**config.mk**
```make
export PLATFORM = sky130hd
export DESIGN_NAME = cflt_ctrl
export DESIGN_NICKNAME = d
export VERILOG_FILES = /design/src/cflt_pkg.sv /design/src/cflt_ctrl.sv
export SDC_FILE = /design/constraint.sdc
export NUM_CORES = 1
export LEC_CHECK = 0
export BUFFER_PORTS_ARGS = -buffer_cell sky130_fd_sc_hd__buf_4
export CAP_MARGIN = 40
export CORE_MARGIN = 2
export CORE_UTILIZATION = 41
export DETAILED_ROUTE_END_ITERATION = 7
export PLACE_DENSITY = 0.71
export SLEW_MARGIN = 20
export SYNTH_ARGS = -nofsm -noshare
export SYNTH_HDL_FRONTEND = slang
export SYNTH_SLANG_ARGS = --single-unit
```
**constraint.sdc**
```tcl
create_clock -name clk -period 1.3 [get_ports clk]
set_input_delay 0.195 -clock clk [delete_from_list [all_inputs] [get_ports clk]]
set_output_delay 0.195 -clock clk [all_outputs]
set_load 0.005 [all_outputs]
```
**src/cflt_pkg.sv**
```systemverilog
package cflt_pkg;

  typedef enum logic [1:0] {
    OP_INSERT = 2'd0,
    OP_READ   = 2'd1,
    OP_REWIND = 2'd2,
    OP_CLEAR  = 2'd3
  } op_t;

  typedef enum logic [1:0] {
    ST_INSERTED = 2'd0,
    ST_ROW      = 2'd1,
    ST_END      = 2'd2,
    ST_REWOUND  = 2'd3
  } status_t;

  localparam int InDataW  = 160;
  localparam int RowW     = 192;

  // field order from the lowest bit up matches the stream packing
  typedef struct packed {
    logic [31:0] count;
    logic [7:0]  reason;
    logic [15:0] dport;
    logic [15:0] sport;
    logic [31:0] dip;
    logic [31:0] sip;
    logic [7:0]  hook;
    logic [7:0]  action;
    logic [7:0]  protocol;
    logic [31:0] time_s;
  } row_t;

  typedef struct packed {
    logic latch;
    logic srch_rd;
    logic srch_next;
    logic found;
    logic miss;
    logic sh_rd;
    logic sh_wr;
    logic head;
    logic rd_issue;
    logic rd_out;
    logic rd_end;
    logic rewind;
    logic clear;
  } cmd_t;

  typedef struct packed {
    op_t  op;
    logic idx_end;
    logic idx_zero;
    logic match;
    logic rank_end;
    logic out_free;
  } stat_t;

endpackage

```
**src/cflt_ctrl.sv**
```systemverilog
module cflt_ctrl (
  input  logic          clk,
  input  logic          rst,
  input  logic          in_valid,
  output logic          in_ready,
  input  cflt_pkg::stat_t st,
  output cflt_pkg::cmd_t  cmd
);
  import cflt_pkg::*;

  typedef enum logic [7:0] {
    S_IDLE     = 8'b0000_0001,
    S_DISP     = 8'b0000_0010,
    S_SRCH_RD  = 8'b0000_0100,
    S_SRCH_CMP = 8'b0000_1000,
    S_SH_RD    = 8'b0001_0000,
    S_SH_WR    = 8'b0010_0000,
    S_HEAD     = 8'b0100_0000,
    S_RD_OUT   = 8'b1000_0000
  } state_t;

  state_t state, state_next;

  assign in_ready = (state == S_IDLE);

  always_ff @(posedge clk) begin
    if (rst) begin
      state <= S_IDLE;
    end else begin
      state <= state_next;
    end
  end

  always_comb begin
    cmd = '0;
    state_next = state;
    unique case (state)
      S_IDLE: begin
        if (in_valid) begin
          cmd.latch = 1'b1;
          state_next = S_DISP;
        end
      end
      S_DISP: begin
        unique case (st.op)
          OP_INSERT: state_next = S_SRCH_RD;
          OP_READ: begin
            if (!st.rank_end) begin
              cmd.rd_issue = 1'b1;
              state_next = S_RD_OUT;
            end else if (st.out_free) begin
              cmd.rd_end = 1'b1;
              state_next = S_IDLE;
            end
          end
          OP_REWIND: begin
            if (st.out_free) begin
              cmd.rewind = 1'b1;
              state_next = S_IDLE;
            end
          end
          default: begin
            if (st.out_free) begin
              cmd.clear = 1'b1;
              state_next = S_IDLE;
            end
          end
        endcase
      end
      S_SRCH_RD: begin
        if (st.idx_end) begin
          cmd.miss = 1'b1;
          state_next = S_SH_RD;
        end else begin
          cmd.srch_rd = 1'b1;
          state_next = S_SRCH_CMP;
        end
      end
      S_SRCH_CMP: begin
        if (st.match) begin
          cmd.found = 1'b1;
          state_next = S_SH_RD;
        end else begin
          cmd.srch_next = 1'b1;
          state_next = S_SRCH_RD;
        end
      end
      S_SH_RD: begin
        if (st.idx_zero) begin
          state_next = S_HEAD;
        end else begin
          cmd.sh_rd = 1'b1;
          state_next = S_SH_WR;
        end
      end
      S_SH_WR: begin
        cmd.sh_wr = 1'b1;
        state_next = S_SH_RD;
      end
      S_HEAD: begin
        if (st.out_free) begin
          cmd.head = 1'b1;
          state_next = S_IDLE;
        end
      end
      S_RD_OUT: begin
        if (st.out_free) begin
          cmd.rd_out = 1'b1;
          state_next = S_IDLE;
        end
      end
      default: state_next = S_IDLE;
    endcase
  end

endmodule

```
# Word level (Yosys, flattened, before mapping)

Index checks and enable logic that the tools add are counted.

Eq/ne operators: 11
Mux-type cells: 31
Reductions and logical operators: 3

Operator list:

| kind               | number |
|---|---|
| $pmux 8 s7         | 1 |
| $mux 8             | 3 |
| $mux 1             | 21 |
| $pmux 8 s2         | 1 |
| $mux 5             | 2 |
| $eq 8x1->1 const B | 1 |
| $eq 8x2->1 const B | 1 |
| $eq 8x3->1 const B | 1 |
| $eq 8x4->1 const B | 1 |
| $eq 8x5->1 const B | 1 |
| $eq 8x6->1 const B | 1 |
| $eq 8x7->1 const B | 1 |
| $eq 8x8->1 const B | 1 |
| $mux 7             | 1 |
| $mux 3             | 1 |
| $reduce_or 3->1    | 1 |
| $eq 2x1->1 const B | 1 |
| $eq 2x2->1 const B | 1 |
| $logic_not 2->1    | 1 |
| $mux 2             | 1 |
| $ne 2x2->1 const B | 1 |
| $reduce_or 2->1    | 1 |

Flip-flop bits (word level): 8
Logic and storage cells: 46

# Logic depth before layout (Yosys ltp)

Gate-level depths: netlist of run 1.

Depth in word-level cells: 4
Mapped depth: 4
Gate-level depth less buffers: 4

# Worst setup path after synthesis of run 1

No wires, ideal clock.

Path kind: reg-to-output
From: register state[7]
To: output cmd[2] (netlist bit)
Arrival: 1.281 ns
Path slack: -0.176 ns
Cell stages (with the launch flop): 5
Path buffers: 0
Cell sequence: dfxtp_1 > nor4_4 > and3_4 > nand2_1 > nor4b_1

RTL lines:

| item                   | RTL line        | source |
|---|---|---|
| start, declared        | cflt_ctrl.sv:22 | `state_t state, state_next;` |
| start signal, assigned | cflt_ctrl.sv:30 | `state <= state_next;` |
| end, declared          | cflt_ctrl.sv:7  | `output cflt_pkg::cmd_t cmd` |

==> results of run 1 <==
[synthesized netlist by cell type, types with 2 or more instances]
cell and count:
nand3_1 5, nor4_4 2, dfxtp_1 8, inv_1 5, nor3_1 4, a21oi_1 3
nor2b_1 4, nand2_1 5, and3_1 5, nor4b_1 3, a21o_1 2, nor2_1 12
[layout make-up]
class                      instances  area (um^2)
clock buffer                       3         22.5
multi-input combinational         62          527
timing repair buffer              51          432
sequential                         8          174
tap                               15         18.8
inverter                           5         18.8
fill                              65          141
[critical path: stages, from the launching register on]
cell and delay [ns]:
dfxtp_4 0.35, buf_6 0.12, nor4_4 0.31, and2b_1 0.24, nand3_2 0.12, nor2_2 0.09, buf_4 0.11
[repair_timing]
item | 4_1_cts | 5_1_grt
gates resized for setup | 28 | 20
pin swaps | 15 | 12
endpoints found under the setup margin | 20 | 22
buffers inserted | 9 | 5
[logic make-up (layout without fill, tap and decap cells)]
| family | after synthesis | in the layout | synth area share [%] |
|---|---|---|---|
| buffers and inverters | 5 | 59 | 3.16 |
| AND/OR/NAND/NOR | 50 | 50 | 54.3 |
| AO/OA/AOI/OAI | 11 | 11 | 14.1 |
| flip-flops | 8 | 8 | 26.9 |
| XOR/XNOR | 1 | 1 | 1.47 |
[per-layer routing]
layer	up-vias	part of all wire [%]	GRT usage [%]
met5	-	0	0
met1	401	39	29.3
met4	0	3.0	10.0
li1	385	-	-
met2	44	53	48.8
met3	11	5.4	5.60
[where the power goes]
part | total [uW] | internal (uW) | switching, uW
Sequential | 260 | 249 | 11.1
Clock | 192 | 106 | 85.8
Combinational | 229 | 131 | 98.6
[through the flow]
step	utilization [%]	power, uW	std cells
floorplan	-	335	75
global placement	69.7	414	131
detailed placement	69.7	416	131
CTS	82.7	644	142
global route	89.4	710	144
finish	89.4	681	144
[path summary, 6_finish.rpt]
check,from,end,cells past startpoint
hold reg to reg,state[6],state[1],4
setup / recovery,state[2],cmd[7],6
hold / removal,st[3],state[5],2
setup reg to reg,state[2],state[6],7
==> run_results.csv, run 1 <==
group,metric,value,unit
clocking,postCtsHoldBufs,0,
yosys,synth_edf_count,0,
worst_setup_path,crit_type,"reg -> out",
clocking,cts_inserted_buffers,3,
routing,vias,841,
sta,hold_viol,0,
routing,ant_nets,0,
worst_setup_path,cp_max_fo,2,
clocking,clockRootBuffer,"clkbuf_4",
yosys,async_reset_ff_share,0,%
yosys,ys.flop_type,"dfxtp_1",
placement,dp.final_hpwl,1400,um
yosys,synth_nets,85,
global_routing,grt_pass1_vias,785,
clocking,insertion_delay,0.25,ns
yosys,yosys.cell_types.count,29,
final_layout,fin_nets,141,
yosys,yosysWarnings,0,
clocking,cts_tree,"yes",
yosys,avgSynthCellArea,7.92,um^2
final_layout,antenna_cells,0,
sta,fin_ws,-0.474,ns
sta,fin_crit_sh,136,%
sta,finalCriticalPeriod,1.77,ns
sta,slew_viol_final,0,
floorplanning,die_y,42.1,um
final_layout,final_common_cell,"buf_4",
yosys,synth_area_leader_cell,"dfxtp_1",
final_layout,top_regs,"state: 8 flops",
worst_setup_path,worst_setup_path_end_kind,"primary output",
routing,drt_wl_total,2620,um
placement,io_buffer_count,23,
sta,holdWs,0.118,ns
floorplanning,core_area,1330,um^2
routing,post-route-drc-count,0,
power,p_leak,0.000556,uW
clocking,cts.clk_slew.worst_paths,0.06,ns
final_layout,final_cell_mix,"buf_4, buf_6, nor2_1",
worst_setup_path,cp_data_arrival_time,1.58,ns
placement,gp_congestion,0.830,
global_routing,grt_pass1_wl,3570,um
yosys,netlist.area_leader.share,26.9,%
placement,post-place-ws,-0.159,ns
yosys,synth-seq-area-share,26.9,%
final_layout,largest_register_ffs,8,
job,drv_cap,0,
final_layout,regMostFlops,"state",
floorplanning,num_io_pins,24,
clocking,cts.path.max_buffers,2,
clocking,clock-sinks,8,
outcome,violations,"negative setup slack",
routing,drt-initial-drc-count,32,
sta,finalClockSkew,0.00876,ns
power,pwr_density_cell,571,nW/um^2
sta,setup_viol,20,
yosys,syn_area,594,um^2
sta,worst_slew_pin_slew,0.383,ns
routing,routed_via_density,5.84,
routing,wl_per_cell,18.2,um
final_layout,area.growth.synth_to_final,101,%
floorplanning,die_w,42.1,um
worst_setup_path,r2r_slack,-0.37,ns
floorplanning,start_util,44.6,%
yosys,synthCells,75,
sta,slew_headroom,74.1,%
global_routing,grt_usage,26.4,%
sta,fin_tns_setup,-6.51,ns
floorplanning,dieArea,1770,um^2
global_routing,antenna_found_initial,0,
min_path,hold_class,"in -> reg",
yosys,ys_seq_elements,8,
power,ir_drop,0.534,mV
clocking,h-tree-depth,1,
floorplanning,rows,13,
final_layout,fin_area,1190,um^2
worst_setup_path,critPathRequiredTime,1.11,ns
final_layout,drive_gt1_share,69.8,%
global_routing,grt_max_degree,8,
worst_setup_path,start_kind,"register",
yosys,synth.area.top_cells,"dfxtp_1, nor2_1, nor4_4, and3_1, nor4b_1",
placement,placed_area,930,um^2
sta,rsz0062_at_grt,"yes",
routing,firstDrtPassIters,4,
outcome,status,"complete, but fails checks",
global_routing,grt-ovfl-total,0,
sta,fmax,564,MHz
Note: power is estimated with default switching activity, not from simulation.
==> run 2: changes to the inputs <==
- ABC_AREA: default -> 1
- CORE_UTILIZATION: 41 -> 43
- PLACE_DENSITY: 0.71 -> 0.73
==> run_results.csv, run 2 <==
group,metric,value,unit
outcome,status,"complete, but fails checks",
outcome,violations,"negative setup slack",
worst_setup_path,cp_data_arrival_time,1.30,ns
final_layout,fin_area,1050,um^2
worst_setup_path,worst_setup_path_end_kind,"primary output",
global_routing,antenna_found_initial,0,
power,combPwrFrac,49.7,%
yosys,synth_area_leader_cell,"dfxtp_1",
worst_setup_path,rr_worst_depth,10,
routing,drt_wl_total,1900,um
yosys,syn_area,681,um^2
worst_setup_path,crit_start,"state[5]",
placement,dp.final_hpwl,1310,um
power,p_leak,0.000521,uW
yosys,ys.flop_type,"dfxtp_1",
worst_setup_path,r2r-end,"state[0]",
worst_setup_path,cpPeakStageDelay,0.33,ns
worst_setup_path,cp_max_fo,5,
sta,finalCriticalPeriod,1.50,ns
min_path,hold_class,"in -> reg",
floorplanning,die_y,43.8,um
floorplanning,die_w,43.8,um
yosys,synth-seq-area-share,23.5,%
placement,gp_congestion,0.830,
final_layout,largest_register_ffs,8,
global_routing,grt_usage,20.1,%
sta,hold_viol,0,
worst_setup_path,start_kind,"register",
global_routing,grt_max_degree,9,
final_layout,final_cell_mix,"buf_4, nor2_1, nand2_1",
yosys,synth_nets,123,
routing,post-route-drc-count,0,
clocking,h-tree-depth,1,
sta,holdWs,0.111,ns
floorplanning,core_area,1490,um^2
worst_setup_path,r2r_start,"state[5]",
final_layout,regMostFlops,"state",
placement,io_buffer_count,23,
placement,placed_area,896,um^2
worst_setup_path,cp-endpoint,"cmd[4]",
sta,fmax,669,MHz
sta,finalClockSkew,0.00168,ns
worst_setup_path,r2r_slack,-0.12,ns
final_layout,top_regs,"state: 8 flops",
power,pwr_density_cell,926,nW/um^2
worst_setup_path,critPathRequiredTime,1.11,ns
clocking,cts_tree,"yes",
routing,drt-initial-drc-count,21,
floorplanning,num_io_pins,24,
routing,ant_nets,0,
clocking,insertion_delay,0.25,ns
yosys,synth.most_common_cell,"nor2_1",
floorplanning,dieArea,1920,um^2
yosys,ys_seq_elements,8,
floorplanning,start_util,45.7,%
routing,firstDrtPassIters,4,
yosys,synthCells,113,
power,ir_drop,0.742,mV
yosys,async_reset_ff_share,0,%
final_layout,antenna_cells,0,
global_routing,grt_pass1_vias,666,
final_layout,fin_nets,163,
global_routing,grt-ovfl-total,0,
sta,setup_viol,17,
worst_setup_path,critPathSlowestCell,"dfxtp_2",
power,p_sw,393,uW
sta,rsz0062_at_grt,"yes",
yosys,yosysWarnings,0,
floorplanning,rows,14,
yosys,synth.area.top_cells,"dfxtp_1, nor2_1, nand2_2, nand2_1, inv_1",
routing,vias,829,
final_layout,area.growth.synth_to_final,55.0,%
routing,routed_via_density,4.96,
power,p_clk_share,19.6,%
clocking,cts.clk_slew.worst_paths,0.05,ns
sta,fin_crit_sh,115,%
global_routing,grt_pass1_wl,2830,um
clocking,cts.path.max_buffers,2,
sta,fin_tns_setup,-1.91,ns
job,drv_cap,0,
worst_setup_path,crit_type,"reg -> out",
sta,slew_viol_final,0,
worst_setup_path,crit_chain,"inv_2 -> nand2_4 -> nor2_8 -> nand2_4 -> nor4_2 -> buf_4",
yosys,yosys.cell_types.count,20,
power,internal_power,584,uW
clocking,clock-sinks,8,
sta,fin_ws,-0.196,ns
worst_setup_path,cp_common_cell,"nand2_4",
yosys,synth_edf_count,0,
clocking,clockRootBuffer,"clkbuf_4",
final_layout,fill_cells,139,
routing,wl_per_cell,11.4,um
sta,slew_headroom,81.6,%
yosys,avgSynthCellArea,6.02,um^2
clocking,cts_inserted_buffers,3,
yosys,netlist.area_leader.share,23.5,%
power,p_seq_share,30.7,%
sta,worst_slew_pin_slew,0.276,ns
final_layout,final_common_cell,"buf_4",
yosys,synth_common_cells,"nor2_1, nand2_1, inv_1, nand2_2, dfxtp_1",
final_layout,drive_gt1_share,55.0,%
power,p_sw_share,40.2,%
==> run 2: cell count changes after synthesis, moves of 4 or more <==
cell | previous run | this run
nor2_1 | 12 | 26
nand2_1 | 5 | 16
nand2_2 | 0 | 11
inv_1 | 5 | 14
inv_2 | 0 | 6
and3_1 | 5 | 0
o21ai_0 | 0 | 5
nor2b_1 | 4 | 0
==> run 2: worst min-delay path by stage <==
stage	startpoint	cells past startpoint	slack, ns	endpoint
CTS	st[3]	2	0.11	state[5]
global route	st[3]	2	0.1	state[5]
floorplan	rst	1	0.26	state[7]
global placement	st[3]	2	0.38	state[5]
finish	st[3]	2	0.11	state[5]
detailed placement	st[3]	2	0.38	state[5]
==> run 2: layer usage <==
layer / up-vias / wire length, um / global-route usage [%]
li1: 432 / - / -
met1: 357 / 802 / 24.2
met2: 33 / 939 / 32.6
met3: 7 / 115 / 5.00
met4: 0 / 46 / 10.9
met5: - / 0 / 0
==> run 2: final cells by class <==
cell class / instances / area (um^2) / share of cell area (%)
flip-flops and latches: 8 / 165 / 15.7
clock buffers: 3 / 22.5 / 2.14
inverters: 20 / 75.1 / 7.12
well taps: 16 / 20.0 / 1.90
repair buffers: 35 / 263 / 24.9
multi-input cells: 85 / 509 / 48.3
==> run 2: power groups by stage <==
stage                     registers [uW]  clock network [uW]  logic [uW]
after floorplan                      294                   0         287
after global placement               297                   0         406
after detailed placement             298                   0         411
after CTS                            296                 195         433
after global routing                 303                 211         529
final                                300                 192         485
==> run 2: cells by family after synthesis <==
logic type | count (synthesis) | share of synthesized area [%]
and+or+nand+nor | 75 | 57.4
DFF | 8 | 23.5
AOI/OAI and AO/OA | 10 | 8.09
buffers and inverters | 20 | 11.0
==> run 2: through the flow <==
stage	power, uW	std cells	setup WS, ns	utilization (%)
2_1_floorplan	581	113	0.183	-
3_3_place_gp	703	155	0.0561	60.2
3_5_place_dp	709	155	0.0353	60.2
4_1_cts	924	163	-0.137	66.5
5_1_grt	1040	167	-0.245	70.8
6_report	977	167	-0.196	70.8
==> run 2: repair_timing <==
action,CTS,global route
pin swaps,6,1
buffers inserted,5,4
resized for setup,11,12
hold buffers,0,0
endpoints found under the setup margin,14,19
==> run 2: worst max-delay path: cells and delay by family, from the launching register on <==
kind	cells	cell delay (ns)
buffers and inverters	2	0.23
DFF	1	0.33
and+or+nand+nor	4	0.47
==> run 3: changes to the inputs <==
- PLACE_DENSITY: 0.73 -> default
- PLACE_DENSITY_LB_ADDON: default -> 0.2
- SKIP_LAST_GASP: default -> 1
==> run_results.csv, run 3 (synthesis gave the netlist of run 2 again) <==
group,metric,value,unit
routing,wl_per_cell,12.7,um
power,internal_power,597,uW
routing,post-route-drc-count,0,
power,combPwrFrac,51.9,%
worst_setup_path,critPathRequiredTime,1.11,ns
routing,drt_wl_total,2130,um
sta,fmax,674,MHz
floorplanning,dieArea,1920,um^2
outcome,violations,"negative setup slack",
worst_setup_path,cpPeakStageDelay,0.32,ns
power,ir_drop,0.859,mV
placement,dp_cells,156,
clocking,cts.clk_slew.worst_paths,0.05,ns
sta,setup_viol,17,
sta,slew_viol_final,0,
final_layout,fin_cells,168,
final_layout,final_cell_mix,"buf_4, nor2_1, nand2_1",
final_layout,largest_register_ffs,8,
worst_setup_path,crit_type,"reg -> out",
worst_setup_path,worst_setup_path_end_kind,"primary output",
sta,worst_slew_pin_slew,0.363,ns
final_layout,antenna_cells,0,
clocking,h-tree-depth,1,
global_routing,antenna_found_initial,0,
worst_setup_path,critPathSlowestCell,"dfxtp_1",
clocking,cts_inserted_buffers,3,
final_layout,final_common_cell,"buf_4",
power,p_sw_share,41.5,%
global_routing,grt_usage,22.9,%
routing,routed_via_density,5.26,
final_layout,regMostFlops,"state",
routing,drt-initial-drc-count,11,
placement,io_buffer_count,23,
worst_setup_path,critPathTopFamily,"simple AND/OR/NAND/NOR gates",
final_layout,area.growth.synth_to_final,62.9,%
final_layout,top_regs,"state: 8 flops",
sta,fin_crit_sh,114,%
global_routing,grt_pass1_wl,3260,um
floorplanning,die_y,43.8,um
worst_setup_path,cp_num_buf_inv,2,
power,pwr_density_cell,921,nW/um^2
clocking,cts_tree,"yes",
routing,vias,884,
power,p_leak,0.000532,uW
placement,placed_area,903,um^2
sta,slew_headroom,75.8,%
sta,fin_ws,-0.184,ns
global_routing,grt_max_degree,9,
final_layout,post-route-util,74.5,%
placement,gp_congestion,0.844,
floorplanning,core_area,1490,um^2
sta,finalCriticalPeriod,1.48,ns
placement,post-place-ws,0.0352,ns
final_layout,fin_area,1110,um^2
sta,rsz0062_at_grt,"yes",
final_layout,fin_nets,164,
power,p_seq_share,29.8,%
placement,dp.final_hpwl,1390,um
job,drv_cap,0,
routing,ant_nets,0,
routing,firstDrtPassIters,4,
power,p_clk_share,18.3,%
sta,finalClockSkew,0.00122,ns
clocking,clockRootBuffer,"clkbuf_4",
worst_setup_path,cp_data_arrival_time,1.29,ns
worst_setup_path,crit_chain,"inv_2 -> nand2_1 -> nor2_4 -> nand2_4 -> nor4_2 -> buf_4",
global_routing,grt_pass1_vias,815,
clocking,cts.path.max_buffers,2,
min_path,hold_class,"in -> reg",
sta,fin_tns_setup,-2.15,ns
worst_setup_path,start_kind,"register",
outcome,status,"complete, but fails checks",
floorplanning,num_io_pins,24,
power,p_sw,424,uW
clocking,insertion_delay,0.25,ns
sta,hold_viol,0,
global_routing,grt-ovfl-total,0,
floorplanning,rows,14,
floorplanning,die_w,43.8,um
worst_setup_path,cp_max_fo,5,
final_layout,drive_gt1_share,58.6,%
floorplanning,start_util,45.7,%
clocking,clock-sinks,8,
run 3: cell count changes in the layout (fill, tap and decap cells not counted), sizes merged:
cell,before,now
buf,35,36
run 3: worst reg2reg max path, delay by kind of cell, from the launching register on:
kind | cells | cell delay (ns)
flip-flops | 1 | 0.32
AND/OR/NAND/NOR | 7 | 0.61
buffers and inverters | 3 | 0.38
run 3: worst paths after layout:
kind | from | end | slack, ns | cells past startpoint
setup / recovery | state[0] | cmd[4] | -0.18 | 6
hold / removal | st[3] | state[5] | 0.11 | 2
setup reg to reg | state[0] | state[0] | -0.12 | 10
hold reg to reg | state[7] | state[7] | 0.63 | 3
run 3: power by group through the flow:
stage               Sequential (uW)  Combinational, uW  Clock, uW
finish                          304                530        187
global route                    309                566        202
CTS                             295                474        184
detailed placement              298                422          0
global placement                296                412          0
floorplan                       294                287          0
run 3: area by class of cell:
type,count,area [um^2]
inverters,20,77.6
repair buffers,36,274
multi-input cells,85,546
flip-flops and latches,8,169
clock buffers,3,22.5
fillers,126,380
well taps,16,20.0
run 3: what timing repair did:
item | CTS | global route
resized for setup | 15 | 22
endpoints found under the setup margin | 14 | 20
pin swaps | 7 | 7
buffers inserted | 8 | 1
hold buffers | 0 | 0
run 3: per-layer routing:
layer	share of wire (%)	track usage, %	up-vias
met5	0	0	-
met4	3.6	9.09	0
met3	5.1	2.92	10
met2	52	43.2	30
met1	39	25.2	410
li1	-	-	434
run 3: per-stage QoR:
stage	total power, uW	hold slack (ns)
6_report	1020	0.114
5_1_grt	1080	0.115
4_1_cts	953	0.117
3_5_place_dp	720	0.384
3_3_place_gp	708	0.378
2_1_floorplan	581	0.264
